File: config.mk
export PLATFORM = sky130hd
export DESIGN_NAME = random_daily_event_scheduler
export DESIGN_NICKNAME = d
export VERILOG_FILES = /design/src/rtl/rdes_pkg.sv /design/src/rtl/rdes_ram.sv /design/src/rtl/rdes_mod.sv /design/src/rtl/random_daily_event_scheduler.sv
export SDC_FILE = /design/constraint.sdc
export NUM_CORES = 1
export LEC_CHECK = 0
export BUFFER_PORTS_ARGS = -buffer_cell sky130_fd_sc_hd__buf_2
export CAP_MARGIN = 20
export CORE_MARGIN = 2
export CORE_UTILIZATION = 50
export CTS_CLUSTER_DIAMETER = 200
export DETAILED_ROUTE_END_ITERATION = 6
export GPL_TIMING_DRIVEN = 0
export PLACE_DENSITY = 0.75
export SKIP_CTS_REPAIR_TIMING = 1
export SLEW_MARGIN = 20
export SYNTH_ARGS = -nofsm -noshare
export SYNTH_HDL_FRONTEND = slang
export SYNTH_SLANG_ARGS = --single-unit
File: constraint.sdc
create_clock -name aclk -period 3.1 [get_ports aclk]
set_input_delay 0.62 -clock aclk [delete_from_list [all_inputs] [get_ports aclk]]
set_output_delay 0.62 -clock aclk [all_outputs]
set_load 0.03 [all_outputs]
File: src/rtl/rdes_pkg.sv
// Shared constants, register codes and helper functions of the random daily event scheduler.
// Used by rdes_mod and the top module; depends on nothing else.
`default_nettype none

package rdes_pkg;

    // Default number of schedule slots.
    localparam int MAX_EVENTS_DEF = 9;

    // Field widths.
    localparam int MIN_W   = 11;
    localparam int DAY_W   = 5;
    localparam int CNT_W   = 4;
    localparam int CODE_W  = 8;
    localparam int RND_W   = 32;
    localparam int TOT_W   = 32;
    localparam int IDX_W   = 8;

    // Stream word widths.
    localparam int S_TDATA_W = 16;
    localparam int S_TUSER_W = 2;
    localparam int M_TDATA_W = 40;

    // Configuration port.
    localparam int PADDR_W = 5;
    localparam int PDATA_W = 32;

    // Register indexes (byte address divided by four).
    localparam logic [2:0] REG_EVENTS = 3'd0;
    localparam logic [2:0] REG_WCODE  = 3'd1;
    localparam logic [2:0] REG_WSTART = 3'd2;
    localparam logic [2:0] REG_WEND   = 3'd3;
    localparam logic [2:0] REG_SEED   = 3'd4;

    // Operation codes carried in tuser.
    localparam logic OP_CHECK   = 1'b0;
    localparam logic OP_DELIVER = 1'b1;

    // Galois LFSR feedback mask, shifting right.
    localparam logic [RND_W-1:0] LFSR_MASK = 32'h8020_0003;

    // One step of the random generator.
    function automatic logic [RND_W-1:0] lfsr_step(input logic [RND_W-1:0] s);
        logic [RND_W-1:0] shifted;
        shifted = s >> 1;
        return s[0] ? (shifted ^ LFSR_MASK) : shifted;
    endfunction

    // A zero seed would lock the generator up, so it loads as one.
    function automatic logic [RND_W-1:0] seed_value(input logic [RND_W-1:0] s);
        return (s == '0) ? RND_W'(1) : s;
    endfunction

endpackage

`default_nettype wire

File: src/rtl/rdes_ram.sv
// Generic single-write, single-read RAM with a registered read port.
// Holds the sorted event times; depends on nothing else.
`default_nettype none

module rdes_ram #(
    parameter int WIDTH = 11,
    parameter int DEPTH = 9
) (
    input  wire                                    aclk,
    input  wire                                    we,
    input  wire  [((DEPTH > 1) ? $clog2(DEPTH) : 1)-1:0] waddr,
    input  wire  [WIDTH-1:0]                       wdata,
    input  wire  [((DEPTH > 1) ? $clog2(DEPTH) : 1)-1:0] raddr,
    output logic [WIDTH-1:0]                       rdata
);

    logic [WIDTH-1:0] mem [DEPTH];

    // Write port and registered read port.
    always_ff @(posedge aclk) begin
        if (we) begin
            mem[waddr] <= wdata;
        end
        rdata <= mem[raddr];
    end

endmodule

`default_nettype wire

File: src/rtl/rdes_mod.sv
// Bit-serial remainder unit: 32-bit random value modulo an 11-bit window span.
// Depends on rdes_pkg for the widths.
`default_nettype none

module rdes_mod (
    input  wire                          aclk,
    input  wire                          aresetn,
    input  wire                          start,
    input  wire  [rdes_pkg::RND_W-1:0]   dividend,
    input  wire  [rdes_pkg::MIN_W-1:0]   divisor,
    output logic                         done,
    output logic [rdes_pkg::MIN_W-1:0]   remainder
);

    localparam int BIT_CNT_W = $clog2(rdes_pkg::RND_W);

    logic                         busy_reg, busy_next;
    logic                         done_reg, done_next;
    logic [BIT_CNT_W-1:0]         cnt_reg, cnt_next;
    logic [rdes_pkg::RND_W-1:0]   quo_reg, quo_next;
    logic [rdes_pkg::MIN_W-1:0]   rem_reg, rem_next;
    logic [rdes_pkg::MIN_W:0]     trial;
    logic [rdes_pkg::MIN_W:0]     div_ext;

    assign div_ext = {1'b0, divisor};
    assign trial   = {rem_reg, quo_reg[rdes_pkg::RND_W-1]};

    // One restoring step per cycle, most significant dividend bit first.
    always_comb begin
        busy_next = busy_reg;
        done_next = 1'b0;
        cnt_next  = cnt_reg;
        quo_next  = quo_reg;
        rem_next  = rem_reg;
        if (start) begin
            busy_next = 1'b1;
            cnt_next  = '0;
            quo_next  = dividend;
            rem_next  = '0;
        end else if (busy_reg) begin
            quo_next = quo_reg << 1;
            if (trial >= div_ext) begin
                rem_next = rdes_pkg::MIN_W'(trial - div_ext);
            end else begin
                rem_next = trial[rdes_pkg::MIN_W-1:0];
            end
            cnt_next = cnt_reg + 1'b1;
            if (cnt_reg == BIT_CNT_W'(rdes_pkg::RND_W - 1)) begin
                busy_next = 1'b0;
                done_next = 1'b1;
            end
        end
    end

    always_ff @(posedge aclk) begin
        if (!aresetn) begin
            busy_reg <= 1'b0;
            done_reg <= 1'b0;
        end else begin
            busy_reg <= busy_next;
            done_reg <= done_next;
        end
        cnt_reg <= cnt_next;
        quo_reg <= quo_next;
        rem_reg <= rem_next;
    end

    assign done      = done_reg;
    assign remainder = rem_reg;

endmodule

`default_nettype wire

File: src/rtl/random_daily_event_scheduler.sv
// Random daily event scheduler: a check word reports whether the next of up to MAX_EVENTS
// random daily times has been reached; a deliver word advances the schedule and counts it.
// A check on the first valid time, on a new day, or after the event count or window code
// changed redraws the schedule: for each event the LFSR steps once, a bit-serial remainder
// unit reduces the value modulo the window span, and the time is insertion-sorted into a
// small RAM, one compare and move at a time. Handing a result over waits while the output
// register is still full. The input is not ready while a word is in work; one result may
// wait in the output register while the next word is taken. No clearing pass follows reset.
// Depends on rdes_pkg, rdes_ram and rdes_mod.
`default_nettype none

module random_daily_event_scheduler #(
    parameter int MAX_EVENTS = rdes_pkg::MAX_EVENTS_DEF
) (
    input  wire                              aclk,
    input  wire                              aresetn,
    // Input stream.
    input  wire                              s_tvalid,
    output logic                             s_tready,
    input  wire  [rdes_pkg::S_TDATA_W-1:0]   s_tdata,   // day_of_month[4:0], minute_of_day[15:5]
    input  wire  [rdes_pkg::S_TUSER_W-1:0]   s_tuser,   // operation[0], time_valid[1]
    // Result stream.
    output logic                             m_tvalid,
    input  wire                              m_tready,
    output logic [rdes_pkg::M_TDATA_W-1:0]   m_tdata,   // event_due[0], delivered_total[32:1]
    // Configuration port.
    input  wire                              psel,
    input  wire                              penable,
    input  wire                              pwrite,
    input  wire  [rdes_pkg::PADDR_W-1:0]     paddr,
    input  wire  [rdes_pkg::PDATA_W-1:0]     pwdata,
    output logic [rdes_pkg::PDATA_W-1:0]     prdata,
    output logic                             pready
);

    localparam int AW = (MAX_EVENTS > 1) ? $clog2(MAX_EVENTS) : 1;
    localparam int CW = $clog2(MAX_EVENTS + 1);
    localparam logic [4:0] MAX5 = 5'(MAX_EVENTS);

    // Sequencer states.
    localparam logic [2:0] ST_IDLE     = 3'd0;
    localparam logic [2:0] ST_STEP     = 3'd1;
    localparam logic [2:0] ST_MODW     = 3'd2;
    localparam logic [2:0] ST_INS_RD   = 3'd3;
    localparam logic [2:0] ST_INS_CMP  = 3'd4;
    localparam logic [2:0] ST_LOOK     = 3'd5;
    localparam logic [2:0] ST_LOOK_CMP = 3'd6;
    localparam logic [2:0] ST_FIN      = 3'd7;

    logic [2:0]                     state_reg, state_next;
    logic [rdes_pkg::CNT_W-1:0]     epd_reg, epd_next;
    logic [rdes_pkg::CODE_W-1:0]    wcode_reg, wcode_next;
    logic [rdes_pkg::MIN_W-1:0]     wstart_reg, wstart_next;
    logic [rdes_pkg::MIN_W-1:0]     wend_reg, wend_next;
    logic [rdes_pkg::RND_W-1:0]     seed_reg, seed_next;
    logic                           armed_reg, armed_next;
    logic [rdes_pkg::CNT_W-1:0]     scnt_reg, scnt_next;
    logic [rdes_pkg::CODE_W-1:0]    swcode_reg, swcode_next;
    logic [rdes_pkg::DAY_W-1:0]     sday_reg, sday_next;
    logic [rdes_pkg::IDX_W-1:0]     idx_reg, idx_next;
    logic [rdes_pkg::RND_W-1:0]     rnd_reg, rnd_next;
    logic [rdes_pkg::TOT_W-1:0]     total_reg, total_next;
    logic [rdes_pkg::MIN_W-1:0]     minute_reg, minute_next;
    logic [CW-1:0]                  i_reg, i_next;
    logic [CW-1:0]                  j_reg, j_next;
    logic [CW-1:0]                  n_reg, n_next;
    logic [rdes_pkg::MIN_W-1:0]     val_reg, val_next;
    logic                           due_reg, due_next;
    logic                           m_tvalid_reg, m_tvalid_next;
    logic [rdes_pkg::M_TDATA_W-1:0] m_data_reg, m_data_next;

    // Input word fields.
    logic                           in_op;
    logic                           in_tvalid;
    logic [rdes_pkg::DAY_W-1:0]     in_day;
    logic [rdes_pkg::MIN_W-1:0]     in_minute;

    // Configuration write decode.
    logic                           cfg_wr;
    logic [2:0]                     cfg_idx;

    // Derived counts and helpers.
    logic [4:0]                     eff_cfg5, eff_saved5;
    logic [CW-1:0]                  eff_cfg, eff_saved;
    logic [CW-1:0]                  i_inc, j_dec;
    logic [rdes_pkg::RND_W-1:0]     lfsr_val;
    logic [rdes_pkg::MIN_W:0]       time_sum;
    logic                           need_redraw;

    // Memory and remainder unit connections.
    logic                           ram_we;
    logic [AW-1:0]                  ram_waddr, ram_raddr;
    logic [rdes_pkg::MIN_W-1:0]     ram_wdata, ram_rdata;
    logic                           mod_start, mod_done;
    logic [rdes_pkg::MIN_W-1:0]     mod_rem;

    assign in_op     = s_tuser[0];
    assign in_tvalid = s_tuser[1];
    assign in_day    = s_tdata[4:0];
    assign in_minute = s_tdata[15:5];

    assign cfg_wr  = psel & penable & pwrite;
    assign cfg_idx = paddr[4:2];

    // Event counts above the slot count are clamped.
    assign eff_cfg5   = ({1'b0, epd_reg} > MAX5) ? MAX5 : {1'b0, epd_reg};
    assign eff_saved5 = ({1'b0, scnt_reg} > MAX5) ? MAX5 : {1'b0, scnt_reg};
    assign eff_cfg    = eff_cfg5[CW-1:0];
    assign eff_saved  = eff_saved5[CW-1:0];

    assign i_inc    = i_reg + 1'b1;
    assign j_dec    = j_reg - 1'b1;
    assign lfsr_val = rdes_pkg::lfsr_step(rnd_reg);
    assign time_sum = {1'b0, wstart_reg} + {1'b0, mod_rem};

    assign need_redraw = !armed_reg || (epd_reg != scnt_reg) ||
                         (wcode_reg != swcode_reg) || (in_day != sday_reg);

    // Sequencer and register file.
    always_comb begin
        state_next    = state_reg;
        epd_next      = epd_reg;
        wcode_next    = wcode_reg;
        wstart_next   = wstart_reg;
        wend_next     = wend_reg;
        seed_next     = seed_reg;
        armed_next    = armed_reg;
        scnt_next     = scnt_reg;
        swcode_next   = swcode_reg;
        sday_next     = sday_reg;
        idx_next      = idx_reg;
        rnd_next      = rnd_reg;
        total_next    = total_reg;
        minute_next   = minute_reg;
        i_next        = i_reg;
        j_next        = j_reg;
        n_next        = n_reg;
        val_next      = val_reg;
        due_next      = due_reg;
        m_tvalid_next = m_tvalid_reg;
        m_data_next   = m_data_reg;
        ram_we        = 1'b0;
        ram_waddr     = j_reg[AW-1:0];
        ram_wdata     = val_reg;
        ram_raddr     = j_dec[AW-1:0];
        mod_start     = 1'b0;

        // Configuration writes must arrive only while the block is idle; the block does not enforce this.
        if (cfg_wr) begin
            case (cfg_idx)
                rdes_pkg::REG_EVENTS: epd_next    = pwdata[rdes_pkg::CNT_W-1:0];
                rdes_pkg::REG_WCODE:  wcode_next  = pwdata[rdes_pkg::CODE_W-1:0];
                rdes_pkg::REG_WSTART: wstart_next = pwdata[rdes_pkg::MIN_W-1:0];
                rdes_pkg::REG_WEND:   wend_next   = pwdata[rdes_pkg::MIN_W-1:0];
                rdes_pkg::REG_SEED: begin
                    seed_next = pwdata;
                    rnd_next  = rdes_pkg::seed_value(pwdata);
                end
                default: ;
            endcase
        end

        // The result register empties when the sink takes the word.
        if (m_tvalid_reg && m_tready) begin
            m_tvalid_next = 1'b0;
        end

        case (state_reg)
            ST_IDLE: begin
                if (s_tvalid) begin
                    due_next = 1'b0;
                    if (in_op == rdes_pkg::OP_DELIVER) begin
                        if (idx_reg != {rdes_pkg::IDX_W{1'b1}}) begin
                            idx_next = idx_reg + 1'b1;
                        end
                        total_next = total_reg + 1'b1;
                        state_next = ST_FIN;
                    end else if (!in_tvalid) begin
                        state_next = ST_FIN;
                    end else begin
                        minute_next = in_minute;
                        state_next  = ST_LOOK;
                        if (need_redraw) begin
                            armed_next  = 1'b1;
                            scnt_next   = epd_reg;
                            swcode_next = wcode_reg;
                            sday_next   = in_day;
                            n_next      = eff_cfg;
                            if ((eff_cfg == '0) || (wend_reg <= wstart_reg)) begin
                                // Disabled schedule: nothing is ever pending.
                                idx_next = rdes_pkg::IDX_W'(eff_cfg);
                            end else begin
                                idx_next   = '0;
                                i_next     = '0;
                                state_next = ST_STEP;
                            end
                        end
                    end
                end
            end

            // Step the generator and start the reduction of the new value.
            ST_STEP: begin
                rnd_next   = lfsr_val;
                mod_start  = 1'b1;
                state_next = ST_MODW;
            end

            ST_MODW: begin
                if (mod_done) begin
                    val_next   = time_sum[rdes_pkg::MIN_W-1:0];
                    j_next     = i_reg;
                    state_next = ST_INS_RD;
                end
            end

            // Insertion: fetch the entry below the hole, or drop the time at the bottom.
            ST_INS_RD: begin
                if (j_reg == '0) begin
                    ram_we    = 1'b1;
                    ram_waddr = '0;
                    i_next    = i_inc;
                    state_next = (i_inc == n_reg) ? ST_LOOK : ST_STEP;
                end else begin
                    state_next = ST_INS_CMP;
                end
            end

            // Move a larger entry up one slot, or place the new time in the hole.
            ST_INS_CMP: begin
                ram_we = 1'b1;
                if (ram_rdata > val_reg) begin
                    ram_wdata  = ram_rdata;
                    j_next     = j_dec;
                    state_next = ST_INS_RD;
                end else begin
                    i_next     = i_inc;
                    state_next = (i_inc == n_reg) ? ST_LOOK : ST_STEP;
                end
            end

            // Fetch the next pending time, if there is one.
            ST_LOOK: begin
                ram_raddr = idx_reg[AW-1:0];
                if (idx_reg < rdes_pkg::IDX_W'(eff_saved)) begin
                    state_next = ST_LOOK_CMP;
                end else begin
                    due_next   = 1'b0;
                    state_next = ST_FIN;
                end
            end

            ST_LOOK_CMP: begin
                due_next   = (minute_reg >= ram_rdata);
                state_next = ST_FIN;
            end

            // Hand the result to the output register once it is free.
            ST_FIN: begin
                if (!m_tvalid_reg || m_tready) begin
                    m_data_next   = {7'd0, total_reg, due_reg};
                    m_tvalid_next = 1'b1;
                    state_next    = ST_IDLE;
                end
            end

            default: state_next = ST_IDLE;
        endcase
    end

    always_ff @(posedge aclk) begin
        if (!aresetn) begin
            state_reg    <= ST_IDLE;
            epd_reg      <= '0;
            wcode_reg    <= '0;
            wstart_reg   <= '0;
            wend_reg     <= '0;
            seed_reg     <= rdes_pkg::RND_W'(1);
            armed_reg    <= 1'b0;
            scnt_reg     <= '0;
            swcode_reg   <= '0;
            sday_reg     <= '0;
            idx_reg      <= '0;
            rnd_reg      <= rdes_pkg::RND_W'(1);
            total_reg    <= '0;
            m_tvalid_reg <= 1'b0;
        end else begin
            state_reg    <= state_next;
            epd_reg      <= epd_next;
            wcode_reg    <= wcode_next;
            wstart_reg   <= wstart_next;
            wend_reg     <= wend_next;
            seed_reg     <= seed_next;
            armed_reg    <= armed_next;
            scnt_reg     <= scnt_next;
            swcode_reg   <= swcode_next;
            sday_reg     <= sday_next;
            idx_reg      <= idx_next;
            rnd_reg      <= rnd_next;
            total_reg    <= total_next;
            m_tvalid_reg <= m_tvalid_next;
        end
        minute_reg <= minute_next;
        i_reg      <= i_next;
        j_reg      <= j_next;
        n_reg      <= n_next;
        val_reg    <= val_next;
        due_reg    <= due_next;
        m_data_reg <= m_data_next;
    end

    // Register read-back.
    always_comb begin
        case (cfg_idx)
            rdes_pkg::REG_EVENTS: prdata = rdes_pkg::PDATA_W'(epd_reg);
            rdes_pkg::REG_WCODE:  prdata = rdes_pkg::PDATA_W'(wcode_reg);
            rdes_pkg::REG_WSTART: prdata = rdes_pkg::PDATA_W'(wstart_reg);
            rdes_pkg::REG_WEND:   prdata = rdes_pkg::PDATA_W'(wend_reg);
            rdes_pkg::REG_SEED:   prdata = seed_reg;
            default:              prdata = '0;
        endcase
    end

    assign pready   = 1'b1;
    assign s_tready = (state_reg == ST_IDLE);
    assign m_tvalid = m_tvalid_reg;
    assign m_tdata  = m_data_reg;

    // Sorted event times.
    rdes_ram #(
        .WIDTH (rdes_pkg::MIN_W),
        .DEPTH (MAX_EVENTS)
    ) u_times (
        .aclk  (aclk),
        .we    (ram_we),
        .waddr (ram_waddr),
        .wdata (ram_wdata),
        .raddr (ram_raddr),
        .rdata (ram_rdata)
    );

    // Shared remainder unit: random value modulo the window span.
    rdes_mod u_mod (
        .aclk      (aclk),
        .aresetn   (aresetn),
        .start     (mod_start),
        .dividend  (lfsr_val),
        .divisor   (rdes_pkg::MIN_W'(wend_reg - wstart_reg)),
        .done      (mod_done),
        .remainder (mod_rem)
    );

endmodule

`default_nettype wire
After elaboration in Yosys (flattened, before gate mapping). Memory sizes are Yosys's and may differ from the RTL's. A register that Yosys moved wholly into a read port is not among the register bits. Cells that the tools add are included. Widths: inputs -> output; s select.

Output and inout bits: 75. Register bits after elaboration: 278. Memories kept: 1. RAM bits: 99. Logic and storage cells: 174. Latch bits: 0. ROM bits: 0. Input port bits: 62.

$mul: 0. Multiplexer cells: 59. Shift-type cells: 0. Add/subtract/negate cells: 8. Equality and inequality tests: 29. Bitwise gates (word level): 6. Divide/modulo/power cells: 0. $lt $le $gt $ge: 7. Reductions and logical operators: 38.

Memory list: u_times.mem (words 9, bits a word 11, rd ports 1, clocked after Yosys merged registers in 1, wr ports 1, line rdes_ram.sv:17) `logic [WIDTH-1:0] mem [DEPTH];`.

Operator list (number): $mux 32 (7); $pmux 32 s5 (1); $mux 4 (15); $mux 11 (3); $add 32x1->32 const B (1); $logic_not 32->1 (1); $mux 8 (4); $mux 3 (10); $pmux 3 s8 (1); $sub 11x11->11 (2); $ne 2x2->1 const B (8); $reduce_and 2->1 (8); $eq 3x3->1 const B (5); $mux 1 (14); $eq 3x2->1 const B (4); $ge 12x11->1 (1); $pmux 4 s3 (1); $reduce_and 3->1 (4); $reduce_bool 2->1 (6); $add 11x11->11 (1); $ge 11x11->1 (1); $gt 11x11->1 (1); $le 11x11->1 (1); $reduce_and 5->1 (2); other kinds (29) (45).

Depth between registers and ports, before layout.
Depth in word-level cells: 10. Depth in mapped cells: 17. Gate-level depth less buffers: 16.

By module. A second synthesis with hierarchy kept.

Cell total of the unflattened synthesis: 1710. Area total of the unflattened synthesis: 18544.0 um2.

By module, submodules not included: random_daily_event_scheduler (instances 1, sequential area each 5245.0 um2, cells an instance 1239, area an instance 11576.1 um2); rdes_ram (instances 1, sequential area each 3193.1 um2, cells an instance 228, area an instance 4191.5 um2); rdes_mod (instances 1, sequential area each 1321.3 um2, cells an instance 243, area an instance 2776.4 um2).

Worst setup path before layout. No wires, ideal clock.

Kind: register -> register. Start point: reg wend_reg[0] (netlist bit). End point: reg u_mod.rem_reg (netlist bit u_mod.remainder[1]). Slack: -0.300 ns. Cell stages (with the launch flop): 18. Data arrival time: 3.269 ns. Required time: 2.969 ns. Path buffers: 1. Library setup time: 0.131 ns. Clock period less this slack: 3.400 ns. Cells stage by stage: dfxtp_1 inv_1 ha_1 fa_1 nor2b_1 o21ai_0 nand2b_1 a221oi_1 o41ai_1 a21oi_1 xor2_1 ha_1 nand4_1 o31a_1 nand2b_1 clkbuf_1 mux2i_1 a21oi_1.

Cells in the longest elaborated chain, start to end: 3. Elaborated cells between the ends (all ways): 4. Classes of those cells: add/sub: 2; order compare: 1; mux: 1.

Ends and longest elaborated chain: start: declaration (line random_daily_event_scheduler.sv:54) `logic [rdes_pkg::MIN_W-1:0] wend_reg, wend_next;`; start signal: assignment (line random_daily_event_scheduler.sv:292) `wend_reg <= wend_next;`; $sub 11x11->11 * (line random_daily_event_scheduler.sv:348) `.divisor (rdes_pkg::MIN_W'(wend_reg - wstart_reg)),`; $sub 11x11->11 / $ge 12x11->1 (equally long branches) (line rdes_mod.sv:43, rdes_mod.sv:42); $mux 11 * (line rdes_mod.sv:42) `if (trial >= div_ext) begin`; end signal: assignment (line rdes_mod.sv:65) `rem_reg <= rem_next;`; end: declaration (line rdes_mod.sv:21) `logic [rdes_pkg::MIN_W-1:0] rem_reg, rem_next;`.

Every way passes the cells marked *; elsewhere a longest branch is shown, timed or not. A chain may end at the register's enable or synchronous reset.

Worst setup path in the final report.
Start point: reg wend_reg[0] (netlist bit). End point: reg u_mod.rem_reg (netlist bit u_mod.remainder[0]).

Same word-level chain as after synthesis.

==> results.md <==
- Die W: 194 um
- # rows: 69
- Gr ovfl total: 0
- CP cell instances: inv_2 -> ha_4 -> fa_2 -> nor2b_1 -> o21ai_1 -> nand2b_1 -> a221oi_2 -> o41ai_1 -> a21oi_1 -> xor2_1 -> ha_1 -> nand4_1 -> buf_4 -> o31ai_4 -> nor2_4 -> mux2_4 -> a21oi_2
- Placed cell count: 2274
- Mean Syn Cell Area: 10.7 sq um
- Fraction of registers with async set or reset after synthesis: 0
- Psw: 4.94 mW
- Drt via density: 5.58
- Worst Tran Pin Value: 1.01 ns
- Syn Inst Count: 1682
- # DRC: 0
- Vias in the first global route: 12900
- Routability Congestion: 0.927
- Clock Sinks: 388
- Max_cap viols: 0
- Wire per inst: 18.0 um
- Sequential power share: 0.417
- CP Launch Type: flop
- IO Pins: 137
- Layout Skew: 0.0134 ns
- R2R cell count: 17
- Core footprint: 35500 sq um
- Buf/Inv on CP: 2
- Setup slack, reg-to-reg: -0.30 ns
- Root Driver: clkbuf_16
- Yosys reg bits: 388
- Internal power: 11.1 mW
- Fin crit share: 1.10
- Vias after detailed routing: 13200
- Initial antenna violation count: 0
- Worst path slowest cell: dfxtp_4
- Final design utilization: 0.593
- Worst path top cell family by delay: compound AO/OA/AOI/OAI gates
- Post-synth EDFFs: 199
- Initial Utilization: 0.507
- F_max: 294 MHz
- Critical path class: flop to flop
- Iteration-0 DRC Markers: 980
- PD cells: 761 nW/um^2
- Worst-skew pair later-pin latency: 0.54 ns
- Sequential-to-total area share from yosys stat: 0.542
- Clock share of power: 0.327
- CP Depth: 17
- Worst r2r src: wend_reg[0]
- Final wirelength: 42600 um
- Failing checks: negative setup slack
- Area grow syn2layout: 16.9%
- Main flop type after synthesis: edfxtp_1
- Max reg flops: 99
- Fin. Hold Viols: 0
- Pin count of the biggest net entering global routing: 34
- Status: complete, but fails checks
- IO buf count: 123
- Final Critical Period: 3.40 ns
- Fraction of final layout cells sized beyond drive strength 1: 0.164
- Synthesized area: 18000 sq um
- H-tree depth: 2
- HP Start: s_tdata[8]
- WHS: 0.258 ns
- CP endpoint kind: flop
- Gr usage total: 0.225
- Switching Share: 0.309
- Worst endpoint required time: 3.57 ns
- Depth of the worst hold-timing path: 1
- Largest register by flop count: u_times.mem
- Hold EP: minute_reg[3]
- Non-Filler Instances: 2360
- Nets: 1998
- Setup TNS: -2.96 ns
- VDD IR max: 0.000454 V
- Dpl hpwl: 30700 um
- Hold Path Class: input port to flop
- Setup ws final: -0.302 ns
- Worst path max stage delay: 0.37 ns
- Diode count: 0
- RR Endpoint: u_mod.remainder[0]
- Clk buf depth: 3
- Wire length of the first global-routing pass: 68300 um
- Synth Warn #: 0
- Final slew viol count: 0
- # setup viols final: 11
- Max FO, Critical Path: 3
- Remaining antenna violation count: 0
- Pwr Total: 16.0 mW
- CTS tree: built
- Die area: 37500 sq um
- Num CTS Buffers: 41
- Die height: 194 um
- CTS clk-pin slew, worst paths: 0.06 ns
- Post-synth cell types: 66
- RSZ-0062 raised after global routing: true
- Critical path arrival: 3.87 ns
- Combinational share of power: 0.256
- Max_slew headroom: 0.326
- Leak: 7.97 nW
- Initial DRT Pass Iterations: 5
metrics by stage:
step                      cell area, sq um  worst slack [ns]
final                                21000            -0.302
after global routing                 21000            -0.472
after floorplan                      18100           -0.0233
after global placement               19300            -0.516
after CTS                            20800            -0.575
after detailed placement             19400            -0.530
metal layers:
metal	GRT usage	routed length, um	vias up
met2	0.380	20400	410
met5	0	0	-
met1	0.302	18800	6347
met3	0.0317	2390	64
met4	0.0628	954	0
li1	-	-	6341
worst max path at each step:
stage | slack, ns | startpoint | endpoint
finish | -0.30 | wend_reg[0] | u_mod.remainder[0]
global route | -0.47 | wend_reg[0] | u_mod.remainder[7]
CTS | -0.58 | wstart_reg[1] | u_mod.remainder[0]
detailed placement | -0.53 | wstart_reg[1] | u_mod.remainder[0]
global placement | -0.52 | wstart_reg[1] | i_reg[0]
floorplan | -0.02 | wend_reg[0] | u_mod.remainder[0]
cell families (layout without fill, tap and decap cells):
family | count (synthesis) | after routing | share of synthesized area
AOI/OAI and AO/OA | 295 | 295 | 0.102
xor gates and xnor gates | 83 | 83 | 0.0404
adders and majority gates | 70 | 70 | 0.0499
buffers and inverters | 145 | 356 | 0.0333
DFF | 388 | 388 | 0.542
muxes | 98 | 98 | 0.0702
other | 2 | 8 | 0.000417
and+or+nand+nor | 601 | 601 | 0.162
cells in the final DEF, fill, tap and decap left out, drive strengths merged, types with 4 or more instances in the layout:
master and instances:
o22ai 5, nand3 27, nand2b 12, clkinv 9
conb 8, clkbuf 118, xor2 27, mux2 6
nor2b 70, nand4 23, o21a 10, inv 64
nor3 21, a311oi 4, and3 4, a22oi 17
buf 154, nand2 277, a21boi 46, nor2 62
mux4 22, and4 6, a21oi 48, mux2i 70
nor4 13, ha 67, and2 57, o21ai 97
or3 13, a21o 6, xnor2 56, a31oi 32
dfxtp 189, edfxtp 199, or2 5, bufinv 8
power groups by stage:
stage                     sequential [mW]  combinational [mW]  clock [mW]
after global placement               6.75                3.73           0
after detailed placement             6.77                3.86           0
final                                6.68                4.10        5.24
after global routing                 6.75                4.56        5.54
after floorplan                      6.65                2.91           0
after CTS                            6.67                3.91        5.33
cell usage after synthesis, types with 3 or more instances:
cell | n | area share
a22oi_1 | 17 | 0.0071
and4_1 | 6 | 0.0029
xor2_1 | 27 | 0.013
a21boi_0 | 43 | 0.018
o31ai_1 | 3 | 0.0013
edfxtp_1 | 199 | 0.33
mux2i_1 | 70 | 0.039
buf_4 | 9 | 0.0038
inv_1 | 59 | 0.012
clkbuf_1 | 68 | 0.014
nand2b_1 | 12 | 0.0042
nand3_1 | 27 | 0.0075
a211oi_1 | 3 | 0.0013
o22ai_1 | 5 | 0.0017
o31a_1 | 3 | 0.0015
fa_1 | 3 | 0.0033
mux4_2 | 22 | 0.028
a311oi_1 | 4 | 0.0019
a21boi_1 | 3 | 0.0013
mux2_2 | 6 | 0.0038
ha_1 | 67 | 0.047
or2_2 | 4 | 0.0014
o21a_1 | 10 | 0.0042
and2_1 | 57 | 0.020
a21o_1 | 6 | 0.0025
nor3_1 | 20 | 0.0056
nor2_1 | 62 | 0.013
o211ai_1 | 3 | 0.0013
dfxtp_1 | 189 | 0.21
nor2b_1 | 70 | 0.024
o21ai_0 | 96 | 0.027
nand4_1 | 23 | 0.0080
xnor2_1 | 56 | 0.027
a31oi_1 | 32 | 0.011
nand2_1 | 277 | 0.058
a21oi_1 | 48 | 0.013
or4_1 | 3 | 0.0013
buf_2 | 5 | 0.0014
nor4_1 | 13 | 0.0045
or3_1 | 13 | 0.0045
and3_1 | 4 | 0.0014
cell type report:
cell class                      count  area [sq um]
Fill cell                        2862         14400
Sequential cell                   388          9770
Multi-Input combinational cell   1155          7900
Clock buffer                       51          1090
Timing Repair Buffer              136           733
Tap cell                          461           577
Buffer                             85           388
Clock inverter                     25           359
Inverter                           59           221
Power figures use the tool's default switching activity.
